--- config.mk ---
export PLATFORM = sky130hd
export DESIGN_NAME = led_test_pattern_sequencer
export DESIGN_NICKNAME = d
export VERILOG_FILES = /design/src/rtl/ltps_pkg.sv /design/src/rtl/ltps_next_state.sv /design/src/rtl/led_test_pattern_sequencer.sv
export VERILOG_INCLUDE_DIRS = /design/src /design/src/rtl
export SDC_FILE = /design/constraint.sdc
export NUM_CORES = 1
export LEC_CHECK = 0
export ABC_CLOCK_PERIOD_IN_PS = 3800
export BUFFER_PORTS_ARGS = -buffer_cell sky130_fd_sc_hd__buf_2
export CORE_MARGIN = 4
export CORE_UTILIZATION = 40
export CTS_BUF_LIST = sky130_fd_sc_hd__clkbuf_2
export CTS_CLUSTER_DIAMETER = 40
export CTS_CLUSTER_SIZE = 25
export DETAILED_ROUTE_END_ITERATION = 8
export MAX_ROUTING_LAYER = met4
export PLACE_DENSITY = 0.65
export SETUP_SLACK_MARGIN = 0.1
export SLEW_MARGIN = 5
export SYNTH_ARGS = -nofsm -noshare
export SYNTH_HDL_FRONTEND = slang
export SYNTH_SLANG_ARGS = --single-unit
--- constraint.sdc ---
create_clock -name clock -period 3.8 [get_ports clock]
set_input_delay 0.95 -clock clock [delete_from_list [all_inputs] [get_ports clock]]
set_output_delay 0.95 -clock clock [all_outputs]
set_load 0.05 [all_outputs]
--- src/rtl/assert_macros.svh ---
// Assertion macros for the RTL file that carries concurrent checks.
`ifndef ASSERT_MACROS_SVH
`define ASSERT_MACROS_SVH

// Checked on every rising clock edge outside reset.
`define ASSERT_CLK(label, prop, msg) \
   label: assert property (@(posedge clock) disable iff (reset) prop) else $error(msg);

// Checked on every rising clock edge, reset included.
`define ASSERT_CLK_ALWAYS(label, prop, msg) \
   label: assert property (@(posedge clock) prop) else $error(msg);

`endif

--- src/rtl/ltps_pkg.sv ---
// Types and constants shared by the LED test pattern sequencer modules.
package ltps_pkg;

   localparam int LedWidth = 8;

   // Pattern codes, in the order the sequence runs them.
   localparam logic [2:0] PatAllOn     = 3'd0;
   localparam logic [2:0] PatAllOff    = 3'd1;
   localparam logic [2:0] PatWalkOne   = 3'd2;
   localparam logic [2:0] PatWalkZero  = 3'd3;
   localparam logic [2:0] PatCount     = 3'd4;
   localparam logic [2:0] PatAlternate = 3'd5;

   // Steps per pattern run.
   localparam logic [8:0] StepsSingle = 9'd1;
   localparam logic [8:0] StepsWalk   = 9'(2 * LedWidth - 1);
   localparam logic [8:0] StepsCount  = 9'd256;
   localparam logic [8:0] StepsAlt    = 9'd8;

   localparam logic [LedWidth-1:0] LedAllOn  = 8'hFF;
   localparam logic [LedWidth-1:0] LedAllOff = 8'h00;
   localparam logic [LedWidth-1:0] LedAltEven = 8'h55;
   localparam logic [LedWidth-1:0] LedAltOdd  = 8'hAA;

   // Configuration register indexes.
   localparam int CsrIndexWidth = 2;
   localparam logic [CsrIndexWidth-1:0] CsrStepTicks   = 2'd0;
   localparam logic [CsrIndexWidth-1:0] CsrPauseTicks  = 2'd1;
   localparam logic [CsrIndexWidth-1:0] CsrRepeatCount = 2'd2;

   localparam logic [15:0] StepTicksReset   = 16'd100;
   localparam logic [15:0] PauseTicksReset  = 16'd500;
   localparam logic [7:0]  RepeatCountReset = 8'd1;

   typedef struct packed {
      logic [15:0] step_ticks;
      logic [15:0] pause_ticks;
      logic [7:0]  repeat_count;
   } cfg_type;

   typedef struct packed {
      logic [2:0]          pattern_index;
      logic [8:0]          step_index;
      logic [7:0]          repeat_index;
      logic [17:0]         hold_counter;
      logic                pause_flag;
      logic [LedWidth-1:0] led_register;
   } seq_state_type;

   localparam seq_state_type SeqStart = '{
      pattern_index: 3'd0,
      step_index:    9'd0,
      repeat_index:  8'd0,
      hold_counter:  18'd0,
      pause_flag:    1'b0,
      led_register:  LedAllOn
   };

endpackage

--- src/rtl/ltps_next_state.sv ---
// Next-state logic of the LED test pattern sequencer for one tick word.
module ltps_next_state (
   input  ltps_pkg::seq_state_type cur_state,
   input  ltps_pkg::cfg_type       cfg,
   input  logic                    tick,
   input  logic                    restart,
   output ltps_pkg::seq_state_type nxt_state,
   output logic                    wrap
);

   function automatic logic [8:0] steps_of(input logic [2:0] p);
      logic [8:0] n;
      case (p)
         ltps_pkg::PatAllOn, ltps_pkg::PatAllOff:    n = ltps_pkg::StepsSingle;
         ltps_pkg::PatWalkOne, ltps_pkg::PatWalkZero: n = ltps_pkg::StepsWalk;
         ltps_pkg::PatCount:                           n = ltps_pkg::StepsCount;
         ltps_pkg::PatAlternate:                       n = ltps_pkg::StepsAlt;
         default:                                      n = ltps_pkg::StepsSingle;
      endcase
      return n;
   endfunction

   function automatic logic [ltps_pkg::LedWidth-1:0] led_of(input logic [2:0] p,
                                                           input logic [8:0] s);
      logic [3:0]                      mirror;
      logic [2:0]                      pos;
      logic [ltps_pkg::LedWidth-1:0] one;
      logic [ltps_pkg::LedWidth-1:0] v;
      // Walk goes up to the top LED, then back down.
      mirror = 4'd14 - s[3:0];
      pos    = (s < 9'd8) ? s[2:0] : mirror[2:0];
      one    = ltps_pkg::LedWidth'(1) << pos;
      case (p)
         ltps_pkg::PatAllOn:     v = ltps_pkg::LedAllOn;
         ltps_pkg::PatAllOff:    v = ltps_pkg::LedAllOff;
         ltps_pkg::PatWalkOne:   v = one;
         ltps_pkg::PatWalkZero:  v = ~one;
         ltps_pkg::PatCount:     v = s[7:0];
         ltps_pkg::PatAlternate: v = s[0] ? ltps_pkg::LedAltOdd : ltps_pkg::LedAltEven;
         default:                v = ltps_pkg::LedAllOff;
      endcase
      return v;
   endfunction

   logic [17:0] duration;
   logic [17:0] duration_raw;
   logic [17:0] hold_inc;
   logic [8:0]  step_inc;
   logic [7:0]  repeat_inc;
   logic [7:0]  repeat_limit;

   always_comb begin
      if (cur_state.pause_flag) begin
         duration_raw = {2'b00, cfg.pause_ticks};
      end else begin
         case (cur_state.pattern_index)
            ltps_pkg::PatAllOn, ltps_pkg::PatAllOff: duration_raw = {cfg.step_ticks, 2'b00};
            ltps_pkg::PatCount: duration_raw = {4'b0000, cfg.step_ticks[15:2]};
            default:            duration_raw = {2'b00, cfg.step_ticks};
         endcase
      end
      // A duration of zero still lasts one tick.
      duration = (duration_raw == 18'd0) ? 18'd1 : duration_raw;
   end

   assign hold_inc     = cur_state.hold_counter + 18'd1;
   assign step_inc     = cur_state.step_index + 9'd1;
   assign repeat_inc   = cur_state.repeat_index + 8'd1;
   assign repeat_limit = (cfg.repeat_count == 8'd0) ? 8'd1 : cfg.repeat_count;

   always_comb begin
      nxt_state = cur_state;
      wrap      = 1'b0;
      if (restart) begin
         nxt_state = ltps_pkg::SeqStart;
      end else if (tick) begin
         if (hold_inc >= duration) begin
            nxt_state.hold_counter = 18'd0;
            if (cur_state.pause_flag) begin
               nxt_state.pause_flag   = 1'b0;
               nxt_state.step_index   = 9'd0;
               nxt_state.repeat_index = 8'd0;
               if (cur_state.pattern_index >= ltps_pkg::PatAlternate) begin
                  nxt_state.pattern_index = ltps_pkg::PatAllOn;
                  wrap = 1'b1;
               end else begin
                  nxt_state.pattern_index = cur_state.pattern_index + 3'd1;
               end
            end else if (step_inc >= steps_of(cur_state.pattern_index)) begin
               nxt_state.step_index = 9'd0;
               if (repeat_inc >= repeat_limit || repeat_inc == 8'd0) begin
                  nxt_state.repeat_index = 8'd0;
                  nxt_state.pause_flag   = 1'b1;
               end else begin
                  nxt_state.repeat_index = repeat_inc;
               end
            end else begin
               nxt_state.step_index = step_inc;
            end
            nxt_state.led_register = nxt_state.pause_flag ? ltps_pkg::LedAllOff :
                                     led_of(nxt_state.pattern_index, nxt_state.step_index);
         end else begin
            nxt_state.hold_counter = hold_inc;
         end
      end
   end

endmodule

--- src/rtl/led_test_pattern_sequencer.sv ---
// Top level of the tick-driven eight-LED test pattern sequencer.
// Latency: the result word for a request word is valid in the cycle after it is accepted.
// Throughput: one request word per clock; the sequencer state doubles as the result
// register, so a word is taken whenever the result slot is empty or being drained.
// Reset (synchronous, active high) loads the first pattern (all LEDs on), restores the
// register defaults (100, 500, 1) and empties the result slot.
`include "assert_macros.svh"

module led_test_pattern_sequencer (
   input  logic                                   clock,
   input  logic                                   reset,
   // Request channel: one tick/restart word per accepted handshake.
   input  logic                                   req_valid,
   output logic                                   req_stall,
   input  logic                                   req_tick,
   input  logic                                   req_restart,
   // Result channel: one LED status word per request word.
   output logic                                   rsp_valid,
   input  logic                                   rsp_stall,
   output logic [ltps_pkg::LedWidth-1:0]          rsp_led_value,
   output logic [2:0]                             rsp_pattern_number,
   output logic                                   rsp_in_pause,
   output logic                                   rsp_sequence_wrap,
   // Configuration write channel.
   input  logic                                   csr_valid,
   output logic                                   csr_ready,
   input  logic [ltps_pkg::CsrIndexWidth-1:0]     csr_index,
   input  logic [15:0]                            csr_data
);

   ltps_pkg::cfg_type       cfg_ff;
   ltps_pkg::cfg_type       cfg_in;
   ltps_pkg::seq_state_type state_ff;
   ltps_pkg::seq_state_type state_in;
   ltps_pkg::seq_state_type state_calc;
   logic                    wrap_ff;
   logic                    wrap_in;
   logic                    wrap_calc;
   logic                    rsp_valid_ff;
   logic                    rsp_valid_in;
   logic                    req_accept;

   // Registers are always writable; the user must write only while idle, the block does not enforce it.
   assign csr_ready = 1'b1;

   always_comb begin
      cfg_in = cfg_ff;
      if (csr_valid && csr_ready) begin
         case (csr_index)
            ltps_pkg::CsrStepTicks:   cfg_in.step_ticks   = csr_data;
            ltps_pkg::CsrPauseTicks:  cfg_in.pause_ticks  = csr_data;
            ltps_pkg::CsrRepeatCount: cfg_in.repeat_count = csr_data[7:0];
            default:                  cfg_in = cfg_ff;
         endcase
      end
   end

   // The sequencer state is also the result register, so a new word may enter
   // whenever the previous result is gone or leaves in this same cycle.
   assign req_stall  = rsp_valid_ff && rsp_stall;
   assign req_accept = req_valid && !req_stall;

   ltps_next_state u_next_state (
      .cur_state (state_ff),
      .cfg       (cfg_ff),
      .tick      (req_tick),
      .restart   (req_restart),
      .nxt_state (state_calc),
      .wrap      (wrap_calc)
   );

   // State moves only when a word is accepted; a held result keeps its values.
   assign state_in     = req_accept ? state_calc : state_ff;
   assign wrap_in      = req_accept ? wrap_calc : wrap_ff;
   assign rsp_valid_in = req_accept || (rsp_valid_ff && rsp_stall);

   always_ff @(posedge clock) begin
      if (reset) begin
         cfg_ff       <= '{step_ticks:   ltps_pkg::StepTicksReset,
                           pause_ticks:  ltps_pkg::PauseTicksReset,
                           repeat_count: ltps_pkg::RepeatCountReset};
         state_ff     <= ltps_pkg::SeqStart;
         wrap_ff      <= 1'b0;
         rsp_valid_ff <= 1'b0;
      end else begin
         cfg_ff       <= cfg_in;
         state_ff     <= state_in;
         wrap_ff      <= wrap_in;
         rsp_valid_ff <= rsp_valid_in;
      end
   end

   assign rsp_valid          = rsp_valid_ff;
   assign rsp_led_value      = state_ff.led_register;
   assign rsp_pattern_number = state_ff.pattern_index;
   assign rsp_in_pause       = state_ff.pause_flag;
   assign rsp_sequence_wrap  = wrap_ff;

   // The pattern counter must never run past the last pattern.
   `ASSERT_CLK(a_pattern_range, state_ff.pattern_index <= ltps_pkg::PatAlternate,
      "pattern index out of range")
   // During a pause every LED is dark.
   `ASSERT_CLK(a_pause_dark,
      state_ff.pause_flag |-> state_ff.led_register == ltps_pkg::LedAllOff,
      "LEDs lit during pause")
   // A wrap starts the first pattern outside any pause.
   `ASSERT_CLK(a_wrap_start, (rsp_valid_ff && wrap_ff) |->
      (state_ff.pattern_index == ltps_pkg::PatAllOn && !state_ff.pause_flag),
      "wrap without a fresh first pattern")
   // An accepted restart word shows the start of the sequence in the next result.
   `ASSERT_CLK(a_restart, (req_accept && req_restart) |=>
      (rsp_valid_ff && !wrap_ff && state_ff.led_register == ltps_pkg::LedAllOn &&
       state_ff.pattern_index == ltps_pkg::PatAllOn),
      "restart not applied")
   // Coming out of reset the result slot is empty.
   `ASSERT_CLK_ALWAYS(a_reset_empty, reset |=> !rsp_valid_ff, "result valid after reset")

endmodule

# --- Yosys cells after proc, flatten, opt, wreduce, memory -nomap -nowiden ---
# Index checks and enable logic that the tools add are counted.
word_totals:
  out_inout_bits: 16
  wordCells: 97
  register_bits: 89
op_classes:
  n_reduce_logical: 22
  n_shift: 1
  bitwise_logic: 1
  order_cmp: 5
  n_mux: 41
  eq_ne: 11
  add_sub_neg: 5
op_table:
  columns: ["cell", "n"]
  rows:
  - ["2-to-1 mux 47 bit", 2]
  - ["2-to-1 mux 17 bit", 4]
  - ["2-to-1 mux 18 bit", 3]
  - ["2-to-1 mux 9 bit", 6]
  - ["2-to-1 mux 8 bit", 5]
  - ["case mux 8 bit (5 select lines)", 1]
  - ["case mux 18 bit (2 select lines)", 1]
  - ["case mux 9 bit (3 select lines)", 1]
  - ["2-to-1 mux 20 bit", 1]
  - ["adder 18 x 1 -> 18 bit, second input constant", 1]
  - ["greater-or-equal comparator 18 bit", 1]
  - ["logical NOT 18 bit", 1]
  - ["2-to-1 mux 3 bit", 6]
  - ["logical NOT 8 bit", 2]
  - ["== test 3 x 2 -> 1 bit, second input constant", 4]
  - ["== test 3 bit, second input constant", 4]
  - ["2-to-1 mux 1 bit", 11]
  - ["adder 9 x 1 -> 9 bit, second input constant", 1]
  - ["greater-or-equal comparator 9 bit", 1]
  - ["< comparator 9 x 4 -> 1 bit, second input constant", 1]
  - ["adder 8 x 1 -> 8 bit, second input constant", 1]
  - ["greater-or-equal comparator 8 bit", 1]
  - ["NOT 8 bit", 1]
  - ["AND reduction 2 bit", 4]
  - ["17 further kinds", 22]

# --- Logic depth before layout (Yosys ltp) ---
logic_depth:
  depth_word: 25
  depth_mapped: 21
  ltp_nobuf: 19

# --- By module ---
# From an unflattened synthesis, not the netlist that was laid out.
unflattened:
  cells_unflattened: 912
  hier_area_um2: 7236.9
by_module_without_submodules:
  columns: ["module", "area_per_inst_um2", "instances", "seq_area_each_um2", "cells_each"]
  rows:
  - ["led_test_pattern_sequencer", 3895.0, 1, 1781.7, 385]
  - ["ltps_next_state", 3342.0, 1, 0.0, 527]

# --- Least setup slack after synthesis ---
# No wires, ideal clock.
synth_path:
  path_type: "reg-to-reg"
  from: "register state_ff, in the netlist rsp_in_pause"
  to: "register state_ff[24] (netlist name)"
  slack_ns: -0.495
  setup_time_ns: 0.070
  stages_incl_launch_ff: 18
  path_buffers: 4
  t_arrival_ns: 4.225
  cell_sequence: "dfxtp_1 -> clkbuf_1 -> buf_1 -> clkinv_1 -> clkbuf_1 -> o21ai_0 -> nand4_1 -> o31ai_1 -> ha_1 -> nand2b_1 -> a31oi_1 -> o21ai_0 -> a21oi_1 -> a21oi_1 -> nor2_1 -> buf_2 -> nand3b_1 -> a21oi_1"
synth_between:
  elab_chain_len: 7
synth_rtl:
  columns: ["item", "line", "source"]
  rows:
  - ["from (decl)", "led_test_pattern_sequencer.sv:33", "ltps_pkg::seq_state_type state_ff;"]
  - ["from (signal assigned)", "led_test_pattern_sequencer.sv:82", "state_ff <= ltps_pkg::SeqStart;"]
  - ["from (signal assigned)", "led_test_pattern_sequencer.sv:87", "state_ff <= state_in;"]
  - ["2-to-1 mux 18 bit (*)", "ltps_next_state.sv:53", "if (cur_state.pause_flag) begin"]
  - ["logical NOT 18 bit", "ltps_next_state.sv:63", "duration = (duration_raw == 18'd0) ? 18'd1 : duration_raw;"]
  - ["2-to-1 mux 18 bit (*)", "ltps_next_state.sv:63", null]
  - ["greater-or-equal comparator 18 bit (*)", "ltps_next_state.sv:77", "if (hold_inc >= duration) begin"]
  - ["2-to-1 mux 18 bit (*)", "ltps_next_state.sv:77", null]
  - ["2-to-1 mux 47 bit (*)", "ltps_next_state.sv:76", "end else if (tick) begin"]
  - ["2-to-1 mux 47 bit (*)", "ltps_next_state.sv:74", "if (restart) begin"]
# Every way passes the cells marked *; elsewhere a longest branch is shown, timed or not. The select of a mux whose other input is x is not followed.
# A chain may end at the register's enable or synchronous reset.

# --- Worst setup path after layout ---
layout_path:
  from: "register state_ff, in the netlist rsp_pattern_number[1]"
  to: "register state_ff, in the netlist rsp_led_value[5]"
layout_between:
  elab_chain_len: 22
  word_cells_on_any_way: 54
layout_rtl:
  columns: ["item", "line", "source"]
  rows:
  - ["== test 3 x 2 -> 1 bit", "ltps_next_state.sv:13", "case (p)"]
  - ["OR reduction 2 bit", "ltps_next_state.sv:13", null]
  - ["case mux 9 bit (3 select lines)", "ltps_next_state.sv:13", null]
  - ["2-to-1 mux 9 bit", "ltps_next_state.sv:79", "if (cur_state.pause_flag) begin"]
  - ["2-to-1 mux 9 bit", "ltps_next_state.sv:77", null]
  - ["2-to-1 mux 9 bit", "ltps_next_state.sv:76", null]
  - ["2-to-1 mux 9 bit", "ltps_next_state.sv:74", null]
  - ["greater-or-equal comparator 9 bit", "ltps_next_state.sv:89", "end else if (step_inc >= steps_of(cur_state.pattern_index)) begin"]
  - ["[6 not listed]", null, null]
  - ["2-to-1 mux 3 bit", "ltps_next_state.sv:31", "pos = (s < 9'd8) ? s[2:0] : mirror[2:0];"]
  - ["<< shifter 1 x 3 -> 8 bit", "ltps_next_state.sv:32", "one = ltps_pkg::LedWidth'(1) << pos;"]
  - ["NOT 8 bit", "ltps_next_state.sv:37", "ltps_pkg::PatWalkZero: v = ~one;"]
  - ["case mux 8 bit (5 select lines)", "ltps_next_state.sv:33", "case (p)"]
  - ["2-to-1 mux 8 bit", "ltps_next_state.sv:100", "nxt_state.led_register = nxt_state.pause_flag ? ltps_pkg::LedAllOff :"]
  - ["2-to-1 mux 9 bit", "ltps_next_state.sv:77", null]
  - ["2-to-1 mux 47 bit", "ltps_next_state.sv:76", null]
  - ["2-to-1 mux 47 bit", "ltps_next_state.sv:74", null]
# Several ways; a longest one is shown, not always the timed one. The select of a mux whose other input is x is not followed.

==> metrics.txt <==
post-synthesis async set-or-reset flop share 0%; die area 17300 sq um; largest cells by area after synthesis dfxtp_1 29%, ha_1 9.2%, nand2_1 7.1%; RSZ-0062 raised after global routing yes; Row Count 44; Hold WS 484 ps; Post-Synthesis Net Count 847; initial antenna violation count 0; HP Class reg -> reg; area of the multi-input gates approximately 4500 sq um; CP arrival 4310 ps; first-pass GRT wire length between 20000 and 30000 um; Hold Startpoint cfg_ff[17]; vias in the first global route ~5500; Post-Syn Instances between 700 and 800; post-synth top area share between 20 and 30%; # H-tree levels 3; clk slew on worst S/H paths just over 300 ps; Die Ht around 130 um; Register-to-Register Path Depth 19; Finished Cell Area about 7700 sq um; yosys warns 0; TritonCTS clock tree done; routability cong. 0.913; clock latency on the worst-skew pair 660 ps; CP max FO 5; CTS max path bufs 2; CTS buffer count 9; initial drt markers approximately 470; largest net degree at the start of global routing 56; Max Cap Violations 0; fin crit period 3770 ps; post-synth top area cell dfxtp_1; synth cell count leaders 116 x nand2_1, 89 x dfxtp_1, 66 x a21oi_1; GR Overflow Total 0; Fin. Hold Viols 0; Tot Pwr about 1.7 mW; number of synthesized register bits slightly below 90; WL final approximately 17000 um; FF-to-FF End rsp_led_value[5]; post-route ant nets 0; max_slew headroom between 30% and 40%; Initial Util approximately two fifths; Final Net Count 932; hpwl dp about 12000 um; Wirelength per Cell about 16 um; dpl ws -26.6 ps; Max VDD drop 228 uV; Pleak between 3 and 4 nW; critical path startpoint category flip-flop; total number of vias 5966; hold depth 2; Pwr Density between 200 and 250 nW/um^2; Critical Path End Type flip-flop; vias per inst between 5 and 6; worst-margin pin slew 1000 ps; clk sink count 89; antenna cells 0; Setup crit start rsp_pattern_number[1]; Worst R2R Setup Slack between 20 and 30 ps; share of layout cells above drive strength 1 between 20% and 30%; RR Startpoint rsp_pattern_number[1]; I/O pin total approximately 40; Main synth FF type dfxtp_1; Synth Area per Inst ~7.8 sq um; final slew viol count 0; Final Skew 62.8 ps; setup TNS 0 ps; crit share post-route 99.2%; EDFF count, synth 0; Core Region ~15000 sq um; area of placed instances 6890 sq um; Die W approximately 130 um; register area roughly 1800 sq um; area grow syn2layout 26.8%; Max Fclk about 270 MHz; Unique masters post-synth around 80; Crit Path Class reg -> reg; status complete, no violations; Seq/Total Area, Yosys 29.2%; count leader, synth nand2_1; IO Port Bufs 39; GRT Overall Usage slightly below 20%; CP required roughly 4300 ps; drt pass-1 iters 5; post-route setup slack roughly 29 ps; hold worst-path end cfg_ff[17]; final count of negative-setup-slack endpoints 0; Clock Tree Root clkbuf_2; fill count approximately 1400; Mapped Area 6090 sq um; DRC 0
## sequential cells by signal, summed over array words and instances (netlist names)
name and flops:
rsp_led_value 8, cfg_ff 40, rsp_valid 1, state_ff 35
rsp_in_pause 1, rsp_sequence_wrap 1, rsp_pattern_number 3
## through the flow
step           util, %  cells
3_5_place_dp      46.9   1013
5_1_grt           52.5   1051
6_report          52.5   1051
4_1_cts           49.2   1041
3_3_place_gp      46.9   1013
2_1_floorplan        -    777
## layout by cell type (no fill, tap or decap), types with 19 or more instances in the layout
master,Yosys,layout
nand2_1,116,112
dfxtp_1,89,83
buf_4,13,69
a21oi_1,66,56
nor2_1,56,51
buf_2,4,39
ha_1,45,38
nand3_1,27,22
inv_1,24,21
nand3b_1,19,19
## logic make-up (layout without fill, tap and decap cells)
group	Yosys count	count (layout)	share of synthesized area, %
other	1	1	0.0616
flip-flops	89	89	29.2
adder cells (fa/ha/maj)	45	45	9.24
AO/OA/AOI/OAI	212	212	23.9
XOR/XNOR	32	32	4.60
multiplexers	10	10	1.73
buffers and inverters	78	166	5.81
AND/OR/NAND/NOR	310	312	25.4
## per-layer routing
metal	track usage, %	share of wire, %	vias up
li1	-	-	2970
met4	6.13	2.1	0
met3	3.82	4.3	28
met1	25.2	46	2823
met2	31.0	48	145
met5	-	0	-
## report_power, final
part           internal (mW)  switching, mW
clock                  0.163          0.372
sequential             0.953         0.0161
combinational         0.0734          0.116
## worst max-delay path: stages (launching register included)
cell and delay [ps]:
dfxtp_2 410, inv_2 60, ha_4 150, and2_4 170
clkbuf_16 160, a22o_1 170, a21oi_1 120, nand2_1 60
o21ai_0 170, nand4_1 200, o31ai_2 250, ha_1 140
nand2b_1 90, a31oi_1 70, o21ai_1 160, a21oi_2 110
a2111oi_4 480, o311a_4 330, o221ai_2 100, o221a_2 250
## worst max path at each step
stage / end / slack [ps] / cells past startpoint
after floorplan: rsp_led_value[0] / 100 / 17
after global placement: state_ff[11] / 30 / 20
after detailed placement: state_ff[11] / -30 / 20
after CTS: state_ff[11] / 40 / 20
after global routing: rsp_led_value[5] / -170 / 16
final: rsp_led_value[5] / 30 / 19
## layout make-up
class	count	share of cell area, %
multi-input cells	612	58.6
well taps	184	2.98
clock buffers	10	0.648
flip-flops and latches	89	23.3
clock inverters	6	0.940
inverters	25	1.21
repair buffers	125	12.4
## what timing repair did
item,in CTS,in global routing
gates resized for setup,28,111
cloned,1,3
setup buffers,11,8
endpoints found under the setup margin,40,48
pin swaps,20,66
hold buffers,0,0
No activity file was read; power rests on OpenSTA's default activity.
